--- src/sv/psfmap_pkg.sv ---
// Shared types and constants for the PSF font Unicode map parser.
`default_nettype none
package psfmap_pkg;

	localparam int OFFSET_BITS_DEF = 32;

	// Parser phase, one-hot.
	typedef enum logic [3:0] {
		PH_HEADER = 4'b0001,
		PH_SKIP   = 4'b0010,
		PH_TABLE  = 4'b0100,
		PH_DONE   = 4'b1000
	} phase_t;

	// Load status codes.
	localparam logic [2:0] ST_OK        = 3'd0;
	localparam logic [2:0] ST_BAD_MAGIC = 3'd1;
	localparam logic [2:0] ST_NO_TABLE  = 3'd2;
	localparam logic [2:0] ST_GEOMETRY  = 3'd3;
	localparam logic [2:0] ST_TRUNCATED = 3'd4;
	localparam logic [2:0] ST_EMPTY     = 3'd5;

	localparam logic [31:0] PSF2_SIGNATURE = 32'h864a_b572;

	// One result item.
	typedef struct packed {
		logic        kind;
		logic [20:0] codepoint;
		logic [31:0] glyph;
		logic [31:0] offset;
		logic [7:0]  width;
		logic [7:0]  height;
		logic [2:0]  status;
		logic [31:0] total;
		logic        last;
	} res_t;

	// Results produced by one byte: count and up to two items.
	typedef struct packed {
		logic [1:0] n;
		res_t       r0;
		res_t       r1;
	} push_t;

endpackage
`default_nettype wire

--- src/sv/psfmap_core.sv ---
// Parser state and per-byte next-state logic.
`default_nettype none
module psfmap_core #(
	parameter int OFFSET_BITS = psfmap_pkg::OFFSET_BITS_DEF
) (
	input  wire logic              clk,
	input  wire logic              arst_n,
	input  wire logic              fire,
	input  wire logic [7:0]        data_byte,
	input  wire logic              end_of_file,
	output psfmap_pkg::push_t      push
);
	import psfmap_pkg::*;

	localparam logic [OFFSET_BITS-1:0] POS_MAX = {OFFSET_BITS{1'b1}};
	localparam logic [64:0] POS_MAX_W = {{(65-OFFSET_BITS){1'b0}}, POS_MAX};

	// Table start = base + prod, saturated at POS_MAX.
	function automatic logic [OFFSET_BITS-1:0] ts_sat(input logic [31:0] base,
		input logic [63:0] prod);
		logic [64:0] b65;
		logic [64:0] p65;
		logic [64:0] s65;
		b65 = {33'b0, base};
		p65 = {1'b0, prod};
		s65 = b65 + p65;
		if (b65 >= POS_MAX_W || p65 >= POS_MAX_W || s65 >= POS_MAX_W)
			ts_sat = POS_MAX;
		else
			ts_sat = s65[OFFSET_BITS-1:0];
	endfunction

	phase_t                 phase_q, phase_d;
	logic [OFFSET_BITS-1:0] pos_q, pos_d;
	logic                   v2_q, v2_d;
	logic [7:0]             hdr_q [32];
	logic [31:0]            gtot_q, gtot_d;
	logic [31:0]            bpg_q, bpg_d;
	logic [OFFSET_BITS-1:0] tstart_q, tstart_d;
	logic                   tpend_q, tpend_d;
	logic [63:0]            prod_s1, prod_d;
	logic [31:0]            tbase_q, tbase_d;
	logic [31:0]            cglyph_q, cglyph_d;
	logic [31:0]            coff_q, coff_d;
	logic                   seq_q, seq_d;
	logic [20:0]            acc_q, acc_d;
	logic [1:0]             left_q, left_d;
	logic [8:0]             hold_q, hold_d;
	logic [31:0]            ent_q, ent_d;
	logic [2:0]             err_q, err_d;

	logic [7:0]  hv [32];
	logic [31:0] h_hsz, h_flags, h_cnt, h_sz, h_h, h_w;
	logic [5:0]  w_bytes;
	logic [13:0] geo_sz;

	// Header view including the byte now arriving.
	always_comb begin
		for (int i = 0; i < 32; i++) begin
			hv[i] = (pos_q == OFFSET_BITS'(i)) ? data_byte : hdr_q[i];
		end
		h_hsz   = {hv[11], hv[10], hv[9], hv[8]};
		h_flags = {hv[15], hv[14], hv[13], hv[12]};
		h_cnt   = {hv[19], hv[18], hv[17], hv[16]};
		h_sz    = {hv[23], hv[22], hv[21], hv[20]};
		h_h     = {hv[27], hv[26], hv[25], hv[24]};
		h_w     = {hv[31], hv[30], hv[29], hv[28]};
		w_bytes = 6'(({1'b0, h_w[7:0]} + 9'd7) >> 3);
		geo_sz  = w_bytes * h_h[7:0];
	end

	always_comb begin
		res_t       ent_r;
		res_t       st_r;
		logic       emit;
		logic       tb;
		logic       nextg;
		logic [20:0] ecp;
		logic [15:0] word;
		logic [2:0]  st;

		phase_d = phase_q; pos_d = pos_q; v2_d = v2_q; gtot_d = gtot_q; bpg_d = bpg_q;
		tstart_d = tstart_q; tpend_d = tpend_q; prod_d = prod_s1; tbase_d = tbase_q;
		cglyph_d = cglyph_q; coff_d = coff_q; seq_d = seq_q; acc_d = acc_q;
		left_d = left_q; hold_d = hold_q; ent_d = ent_q; err_d = err_q;
		emit = 1'b0; tb = 1'b0; nextg = 1'b0; ecp = '0; word = '0; st = ST_OK;
		ent_r = '0; st_r = '0;
		push = '0;

		// Finish the PSF2 table start from the registered product.
		if (tpend_q) begin
			tstart_d = ts_sat(tbase_q, prod_s1);
			tpend_d  = 1'b0;
		end

		if (fire) begin
			unique case (phase_q)
				PH_HEADER: begin
					if (pos_q == OFFSET_BITS'(3) && hv[0] == 8'h36 && hv[1] == 8'h04) begin
						v2_d = 1'b0;
						if (hv[2][2:1] == 2'b00) begin
							err_d = ST_NO_TABLE; phase_d = PH_DONE;
						end else begin
							gtot_d = hv[2][0] ? 32'd512 : 32'd256;
							bpg_d  = {24'b0, hv[3]};
							if (hv[3] == 8'h00) begin
								err_d = ST_TRUNCATED; phase_d = PH_DONE;
							end else begin
								tstart_d = ts_sat(32'd4, hv[2][0] ? {47'b0, hv[3], 9'b0}
									: {48'b0, hv[3], 8'b0});
								coff_d  = 32'd4;
								phase_d = PH_SKIP;
							end
						end
					end else if (pos_q == OFFSET_BITS'(31)) begin
						if ({hv[3], hv[2], hv[1], hv[0]} != PSF2_SIGNATURE) begin
							err_d = ST_BAD_MAGIC; phase_d = PH_DONE;
						end else begin
							v2_d   = 1'b1;
							gtot_d = h_cnt;
							bpg_d  = h_sz;
							if (!h_flags[0]) begin
								err_d = ST_NO_TABLE; phase_d = PH_DONE;
							end else if (h_w == 32'd0 || h_h == 32'd0 || h_w > 32'd255
								|| h_h > 32'd255 || h_hsz < 32'd32
								|| h_sz != {18'b0, geo_sz}) begin
								err_d = ST_GEOMETRY; phase_d = PH_DONE;
							end else if (h_cnt == 32'd0) begin
								err_d = ST_TRUNCATED; phase_d = PH_DONE;
							end else begin
								prod_d  = {32'b0, h_cnt} * {32'b0, h_sz};
								tbase_d = h_hsz;
								tpend_d = 1'b1;
								coff_d  = h_hsz;
								phase_d = PH_SKIP;
							end
						end
					end
				end
				PH_SKIP: begin
					if (!tpend_q && pos_q == tstart_q) begin
						phase_d = PH_TABLE;
						tb = 1'b1;
					end
				end
				PH_TABLE: tb = 1'b1;
				PH_DONE: ;
				default: ;
			endcase

			if (tb) begin
				if (!v2_q) begin
					if (!hold_q[8]) begin
						hold_d = {1'b1, data_byte};
					end else begin
						word   = {data_byte, hold_q[7:0]};
						hold_d = '0;
						if (word == 16'hFFFF) nextg = 1'b1;
						else if (word == 16'hFFFE) seq_d = 1'b1;
						else if (!seq_q) begin
							emit = 1'b1; ecp = {5'b0, word};
						end
					end
				end else if (left_q != 2'd0) begin
					acc_d  = {acc_q[14:0], data_byte[5:0]};
					left_d = left_q - 2'd1;
					if (left_q == 2'd1 && !seq_q && acc_d != 21'd0) begin
						emit = 1'b1; ecp = acc_d;
					end
				end else if (data_byte == 8'hFF) nextg = 1'b1;
				else if (data_byte == 8'hFE) seq_d = 1'b1;
				else if (!data_byte[7]) begin
					if (!seq_q && data_byte != 8'h00) begin
						emit = 1'b1; ecp = {14'b0, data_byte[6:0]};
					end
				end else if (data_byte[7:5] == 3'b110) begin
					acc_d = {16'b0, data_byte[4:0]}; left_d = 2'd1;
				end else if (data_byte[7:4] == 4'b1110) begin
					acc_d = {17'b0, data_byte[3:0]}; left_d = 2'd2;
				end else if (data_byte[7:3] == 5'b11110) begin
					acc_d = {18'b0, data_byte[2:0]}; left_d = 2'd3;
				end
			end

			if (nextg) begin
				cglyph_d = cglyph_q + 32'd1;
				coff_d   = coff_q + bpg_q;
				seq_d    = 1'b0;
				if (cglyph_d >= gtot_q) phase_d = PH_DONE;
			end

			if (emit) begin
				ent_r.codepoint = ecp;
				ent_r.glyph     = cglyph_q;
				ent_r.offset    = coff_q;
				ent_r.width     = v2_q ? hdr_q[28] : 8'd8;
				ent_r.height    = v2_q ? hdr_q[24] : hdr_q[3];
				ent_r.last      = 1'b1;
				if (ent_q != 32'hFFFF_FFFF) ent_d = ent_q + 32'd1;
			end

			if (pos_q != POS_MAX) pos_d = pos_q + 1'b1;

			if (!end_of_file) begin
				push.n  = emit ? 2'd1 : 2'd0;
				push.r0 = ent_r;
			end else begin
				if (phase_d == PH_HEADER) st = ST_BAD_MAGIC;
				else if (phase_d == PH_SKIP) st = ST_TRUNCATED;
				else if (err_d != ST_OK) st = err_d;
				else st = (ent_d != 32'd0) ? ST_OK : ST_EMPTY;
				st_r.kind   = 1'b1;
				st_r.status = st;
				st_r.total  = ent_d;
				st_r.last   = 1'b1;
				if (emit) begin
					ent_r.last = 1'b0;
					push.n  = 2'd2;
					push.r0 = ent_r;
					push.r1 = st_r;
				end else begin
					push.n  = 2'd1;
					push.r0 = st_r;
				end
				// Back to the reset state for the next file.
				phase_d = PH_HEADER; pos_d = '0; v2_d = 1'b0; gtot_d = '0; bpg_d = '0;
				tstart_d = '0; tpend_d = 1'b0; tbase_d = '0; cglyph_d = '0; coff_d = '0;
				seq_d = 1'b0; acc_d = '0; left_d = '0; hold_d = '0; ent_d = '0;
				err_d = ST_OK;
			end
		end
	end

	always_ff @(posedge clk or negedge arst_n) begin
		if (!arst_n) begin
			phase_q  <= PH_HEADER;
			pos_q    <= '0;
			v2_q     <= 1'b0;
			gtot_q   <= '0;
			bpg_q    <= '0;
			tstart_q <= '0;
			tpend_q  <= 1'b0;
			tbase_q  <= '0;
			cglyph_q <= '0;
			coff_q   <= '0;
			seq_q    <= 1'b0;
			acc_q    <= '0;
			left_q   <= '0;
			hold_q   <= '0;
			ent_q    <= '0;
			err_q    <= ST_OK;
		end else begin
			phase_q  <= phase_d;
			pos_q    <= pos_d;
			v2_q     <= v2_d;
			gtot_q   <= gtot_d;
			bpg_q    <= bpg_d;
			tstart_q <= tstart_d;
			tpend_q  <= tpend_d;
			tbase_q  <= tbase_d;
			cglyph_q <= cglyph_d;
			coff_q   <= coff_d;
			seq_q    <= seq_d;
			acc_q    <= acc_d;
			left_q   <= left_d;
			hold_q   <= hold_d;
			ent_q    <= ent_d;
			err_q    <= err_d;
		end
	end

	// Product register and header bytes: payload, no reset.
	always_ff @(posedge clk) begin
		prod_s1 <= prod_d;
		if (fire && phase_q == PH_HEADER && pos_q < OFFSET_BITS'(32))
			hdr_q[pos_q[4:0]] <= data_byte;
	end

	a_tpend_skip: assert property (@(posedge clk) disable iff (!arst_n)
		tpend_q |-> phase_q == PH_SKIP)
		else $error("table start pending outside skip phase");
	a_two_only_eof: assert property (@(posedge clk) disable iff (!arst_n)
		push.n == 2'd2 |-> fire && end_of_file)
		else $error("two results from a byte that is not the last");
	a_reset_after_eof: assert property (@(posedge clk) disable iff (!arst_n)
		fire && end_of_file |=> phase_q == PH_HEADER && pos_q == '0)
		else $error("parser not back at start after end of file");

endmodule
`default_nettype wire

--- src/sv/psfmap_outq.sv ---
// Four-entry result queue between the parser and the output channel.
`default_nettype none
module psfmap_outq (
	input  wire logic              clk,
	input  wire logic              arst_n,
	input  wire psfmap_pkg::push_t push,
	output logic                   full,
	output logic                   out_valid,
	input  wire logic              out_stall,
	output psfmap_pkg::res_t       head
);
	import psfmap_pkg::*;

	res_t       ent_q [4];
	logic [2:0] cnt_q;
	logic       pop;
	logic [2:0] base;

	assign out_valid = cnt_q != 3'd0;
	assign pop       = out_valid && !out_stall;
	assign full      = cnt_q >= 3'd3;
	assign head      = ent_q[0];
	assign base      = cnt_q - {2'b0, pop};

	always_ff @(posedge clk) begin
		for (int i = 0; i < 4; i++) begin
			if (push.n != 2'd0 && base == 3'(i))
				ent_q[i] <= push.r0;
			else if (push.n == 2'd2 && base == 3'(i - 1))
				ent_q[i] <= push.r1;
			else if (pop && i < 3)
				ent_q[i] <= ent_q[i + 1];
		end
	end

	always_ff @(posedge clk or negedge arst_n) begin
		if (!arst_n) begin
			cnt_q <= '0;
		end else begin
			cnt_q <= base + {1'b0, push.n};
		end
	end

	a_cnt_max: assert property (@(posedge clk) disable iff (!arst_n) cnt_q <= 3'd4)
		else $error("result queue overflow");
	a_push_room: assert property (@(posedge clk) disable iff (!arst_n)
		push.n != 2'd0 |-> cnt_q <= 3'd2)
		else $error("push into a queue without room");
	a_head_hold: assert property (@(posedge clk) disable iff (!arst_n)
		out_valid && out_stall |=> out_valid && $stable(head))
		else $error("stalled result changed");

endmodule
`default_nettype wire

--- src/sv/psf_font_unicode_map_parser.sv ---
// Top level of the PSF1/PSF2 font Unicode map parser.
// A byte's results are written to the registered result queue as it is accepted,
// and reach the output port from the queue head, after any earlier results.
// Throughput: one byte per cycle unless in_stall, set at three of four queued;
// the final byte can give two results, drained one per cycle unless out_stall.
// Reset (arst_n low, asynchronous) returns the parser to magic detection with an
// empty queue; after every end_of_file byte the parser restarts on its own.
`default_nettype none
module psf_font_unicode_map_parser #(
	parameter int OFFSET_BITS = psfmap_pkg::OFFSET_BITS_DEF
) (
	input  wire logic        clk,
	input  wire logic        arst_n,
	input  wire logic        in_valid,
	output logic             in_stall,
	input  wire logic [7:0]  data_byte,
	input  wire logic        end_of_file,
	output logic             out_valid,
	input  wire logic        out_stall,
	output logic             result_kind,
	output logic [20:0]      codepoint,
	output logic [31:0]      glyph_number,
	output logic [31:0]      bitmap_offset,
	output logic [7:0]       glyph_width,
	output logic [7:0]       glyph_height,
	output logic [2:0]       status_code,
	output logic [31:0]      entry_total,
	output logic             last_of_run
);
	import psfmap_pkg::*;

	logic  fire;
	logic  full;
	push_t push;
	res_t  head;

	// Stall only on the queue level, so a byte is taken while results wait.
	assign in_stall = full;
	assign fire     = in_valid && !in_stall;

	// Header decode, table skip, PSF1 word / PSF2 UTF-8 decode.
	psfmap_core #(
		.OFFSET_BITS(OFFSET_BITS)
	) u_core (
		.clk        (clk),
		.arst_n     (arst_n),
		.fire       (fire),
		.data_byte  (data_byte),
		.end_of_file(end_of_file),
		.push       (push)
	);

	// Result queue: absorbs the entry plus status pair of the last byte.
	psfmap_outq u_outq (
		.clk      (clk),
		.arst_n   (arst_n),
		.push     (push),
		.full     (full),
		.out_valid(out_valid),
		.out_stall(out_stall),
		.head     (head)
	);

	assign result_kind   = head.kind;
	assign codepoint     = head.codepoint;
	assign glyph_number  = head.glyph;
	assign bitmap_offset = head.offset;
	assign glyph_width   = head.width;
	assign glyph_height  = head.height;
	assign status_code   = head.status;
	assign entry_total   = head.total;
	assign last_of_run   = head.last;

endmodule
`default_nettype wire
--- config.mk ---
export PLATFORM = sky130hd
export DESIGN_NAME = psf_font_unicode_map_parser
export DESIGN_NICKNAME = d
export VERILOG_FILES = /design/src/sv/psfmap_pkg.sv /design/src/sv/psfmap_core.sv /design/src/sv/psfmap_outq.sv /design/src/sv/psf_font_unicode_map_parser.sv
export SDC_FILE = /design/constraint.sdc
export NUM_CORES = 2
export LEC_CHECK = 0
export BUFFER_PORTS_ARGS = -buffer_cell sky130_fd_sc_hd__buf_4
export CORE_UTILIZATION = 60
export DETAILED_ROUTE_END_ITERATION = 7
export GPL_TIMING_DRIVEN = 0
export MAX_ROUTING_LAYER = met4
export PLACE_DENSITY = 0.77
export SLEW_MARGIN = 0
export SYNTH_ARGS = -nofsm -noshare
export SYNTH_HDL_FRONTEND = slang
export SYNTH_SLANG_ARGS = --single-unit
--- constraint.sdc ---
create_clock -name clk -period 32.9 [get_ports clk]
set_input_delay 6.58 -clock clk [delete_from_list [all_inputs] [get_ports clk]]
set_output_delay 6.58 -clock clk [all_outputs]
set_load 0.01 [all_outputs]
==> impl_metrics.json <==
{
  "status": "complete, but fails checks",
  "violations": "max-capacitance violations, max-slew violations",
  "postCtsSetupRepairBufs": 0,
  "yosysWarnings": 0,
  "final_cell_area_sq_um": 96050,
  "finalSetupTns_ns": 0,
  "numCtsBuffers": 114,
  "placedCellCount": 10740,
  "cp.arrival_ns": 20.26,
  "cts-resized-gates": 0,
  "clockBufferDepth": 3,
  "drt-pass1-iter-count": 6,
  "synth-edff-count": 809,
  "vias_per_cell": 6.335,
  "yosysSeqAreaShare": 0.3622,
  "io_buffers": 152,
  "post-route-util": 0.6662,
  "fin_skew_ns": 0.06765,
  "synthArstFlopShare": 0.2672,
  "instances_no_fill": 10990,
  "synth.cell_area_sq_um": 87450,
  "power_density_nw_per_um2": 46.21,
  "drv_cap": 5,
  "ios": 153,
  "end_kind": "flip-flop",
  "grt_use_total": 0.4372,
  "cts.sinks": 1104,
  "vias": 69640,
  "grt_pass1_wl_mm": 453.8,
  "cp_max_fo": 29,
  "drtIter0Drc": 8273,
  "fin_crit_ns": 19.73,
  "grt_pass1_vias": 69490,
  "grt_max_degree": 123,
  "syn_nets": 9964,
  "rsz0062_at_grt": "no",
  "fp.coreArea_sq_um": 144200,
  "multi_input_area_sq_um": 49910,
  "place_hpwl_mm": 245.6,
  "synthCells": 8636,
  "syn_avg_cell_area_sq_um": 10.13,
  "routabilityCongestion": 1.073,
  "start_util": 0.6065,
  "required_ns": 33.43,
  "finalSetupViolations": 0,
  "worst_setup_path_start_kind": "input port",
  "placementRows": 139,
  "die_w_microns": 383.8,
  "total_leakage_power_nw": 41.60,
  "clk_pin_slew_worst_paths_ns": 0.07,
  "cpMaxStageDelayCell": "a311oi_1",
  "insertion_delay_ns": 0.78,
  "hold_viol_final": 0,
  "slew-limit-headroom": -0.06819,
  "postRouteAntennaNets": 0,
  "max_stage_delay_ns": 1.16,
  "ctsRootBufferMaster": "clkbuf_16",
  "timing.fmax_mhz": 50.68,
  "synth-main-ff-cell": "edfxtp_1",
  "avgRoutedWirePerCell_microns": 28.14,
  "layout-drive-gt1-share": 0.06380,
  "areaGrowthSynthToFinish_pct": 9.838,
  "crit_type": "input port to flip-flop",
  "final_max_slew_viol_count": 22,
  "die_y_microns": 383.8,
  "tightest_slew_ns": 1.558,
  "ys_seq_elements": 1104,
  "crit_buf_inv": 11,
  "nFillCells": 11200,
  "worst_hold_path_type": "flip-flop to flip-flop",
  "dpl-instance-area_sq_um": 92010,
  "cts_hold_buf": 0,
  "grt-ovfl-total": 0,
  "final_nets": 10290,
  "vdd_drop_max_uv": 48.88,
  "htreeDepth": 3,
  "tritoncts": "done",
  "design.die.area_sq_um": 147300,
  "cp_top_family": "adder cells",
  "antenna_found_initial": 32,
  "seq_area_sq_um": 31680,
  "cpMostUsedCell": "fa_1",
  "drc": 0,
  "min_period_over_period": 0.5997,
  "routed_wl_mm": 309.3,
  "synth.distinct_cells": 96
}
==> worst min-delay path: stages, from the launching register on <==
cell	delay, ns
dfrtp_1	0.34
nand2_1	0.05
o31ai_1	0.05
==> cells by family after synthesis <==
family / Yosys count / share of synthesized area
AOI/OAI and AO/OA: 1433 / 0.1113
DFF: 1104 / 0.3622
xor gates and xnor gates: 249 / 0.02494
adders and majority gates: 1315 / 0.2675
muxes: 209 / 0.02505
and+or+nand+nor: 2710 / 0.1390
buffers and inverters: 1616 / 0.06994
==> placed cells by master, fill, tap and decap left out, types with 52 or more instances in the layout <==
cell,n
a21oi_1,215
buf_1,52
fa_1,924
o31ai_1,91
dfrtp_1,294
nand3_1,130
inv_1,1075
xor2_1,109
edfxtp_1,809
mux2_2,79
a21o_1,101
clkbuf_16,118
and2_1,52
clkbuf_1,484
and3_1,93
nor2_1,548
mux2i_1,99
a22o_1,291
nor3_1,85
ha_1,391
o21ai_0,406
nand2_1,1385
xnor2_1,140
nand4_1,84
nor4_1,82
buf_4,158
==> registers in the layout, indices dropped and copies added, names as in the netlist, 2 cells and up <==
signal / cells
u_core.gtot_q: 32
u_core.cglyph_q: 32
u_core.tstart_q: 32
u_outq.ent_q: 552
u_core.coff_q: 32
u_core.prod_s1: 64
u_core.tbase_q: 32
u_core.acc_q: 15
u_core.pos_q: 32
u_core.hold_q: 9
u_core.left_q: 2
u_core.phase_q: 4
u_core.bpg_q: 32
u_core.ent_q: 32
u_core.hdr_q: 193
u_core.err_q: 3
u_outq.cnt_q: 3
==> synthesized netlist by cell type, drive strengths merged, types with 15 or more instances <==
master  count  area (sq um)
nand2    1386          5202
inv      1076          4039
fa        924         18500
edfxtp    809         24290
nor2      552          2105
clkbuf    465          1747
o21ai     420          2106
ha        391          4892
dfrtp     294          7357
a22o      291          2549
a21oi     216          1085
xnor2     140          1226
mux2i     130          1301
nand3     130         650.6
xor2      109         954.7
a21o      101         758.2
nor4       99         690.7
and3       93         581.8
o31ai      91         683.2
nor3       88         450.4
nand4      85         546.8
mux2       79         889.6
buf        74         326.6
and2       53         331.6
nor2b      51         319.1
a211oi     42         315.3
nand2b     42         262.8
or3        38         237.7
o221ai     35         306.5
o21a       32         240.2
or4        27         210.2
a32oi      20         175.2
o21bai     19         142.6
o22ai      19         118.9
a221o      16         160.2
a31oi      16         100.1
o211ai     15         112.6
==> where the power goes <==
group | internal [mW] | switching (mW)
Combinational | 0.392 | 0.713
Clock | 0.767 | 0.593
Sequential | 1.82 | 0.151
Total | 2.98 | 1.46
==> worst paths after layout <==
path	to	slack, ns	cells after the start	start
max	u_core.prod_s1[63]	13.17	33	data_byte[0]
min	u_core.gtot_q[5]	0.48	2	u_core.gtot_q[5]
max reg2reg	u_core.prod_s1[63]	18.16	37	u_core.pos_q[7]
min reg2reg	u_core.gtot_q[5]	0.48	2	u_core.gtot_q[5]
max in group asynchronous	u_core.cglyph_q[8]	25.52	3	arst_n
min in group asynchronous	u_core.pos_q[20]	5.74	1	arst_n
==> final cells by class <==
cell class | instances | area share
Tap cell | 1903 | 0.02479
Inverter | 1077 | 0.04209
Antenna cell | 30 | 0.0007816
Clock inverter | 70 | 0.008324
Timing Repair Buffer | 206 | 0.02037
Multi-Input combinational cell | 5916 | 0.5196
Buffer | 539 | 0.02158
Clock buffer | 148 | 0.03270
Sequential cell | 1104 | 0.3298
==> stage by stage <==
stage          setup slack, ns  power [mW]  hold WS, ns
2_1_floorplan            12.99       2.655       0.4485
3_3_place_gp             6.366       3.053       0.4678
3_5_place_dp             12.87       3.073       0.4677
4_1_cts                  13.66       4.419       0.4815
5_1_grt                  13.09       4.598       0.5028
6_report                 13.17       4.438       0.4823
==> metal layers <==
metal | track usage | share of wire | wire length (microns) | vias to the layer above
li1 | - | - | - | 29830
met1 | 0.5222 | 0.36 | 112000 | 34600
met2 | 0.6601 | 0.45 | 140000 | 4131
met3 | 0.09466 | 0.10 | 30780 | 1078
met4 | 0.3099 | 0.085 | 26430 | 0
met5 | - | 0 | 0 | -
Power figures use the tool's default switching activity.
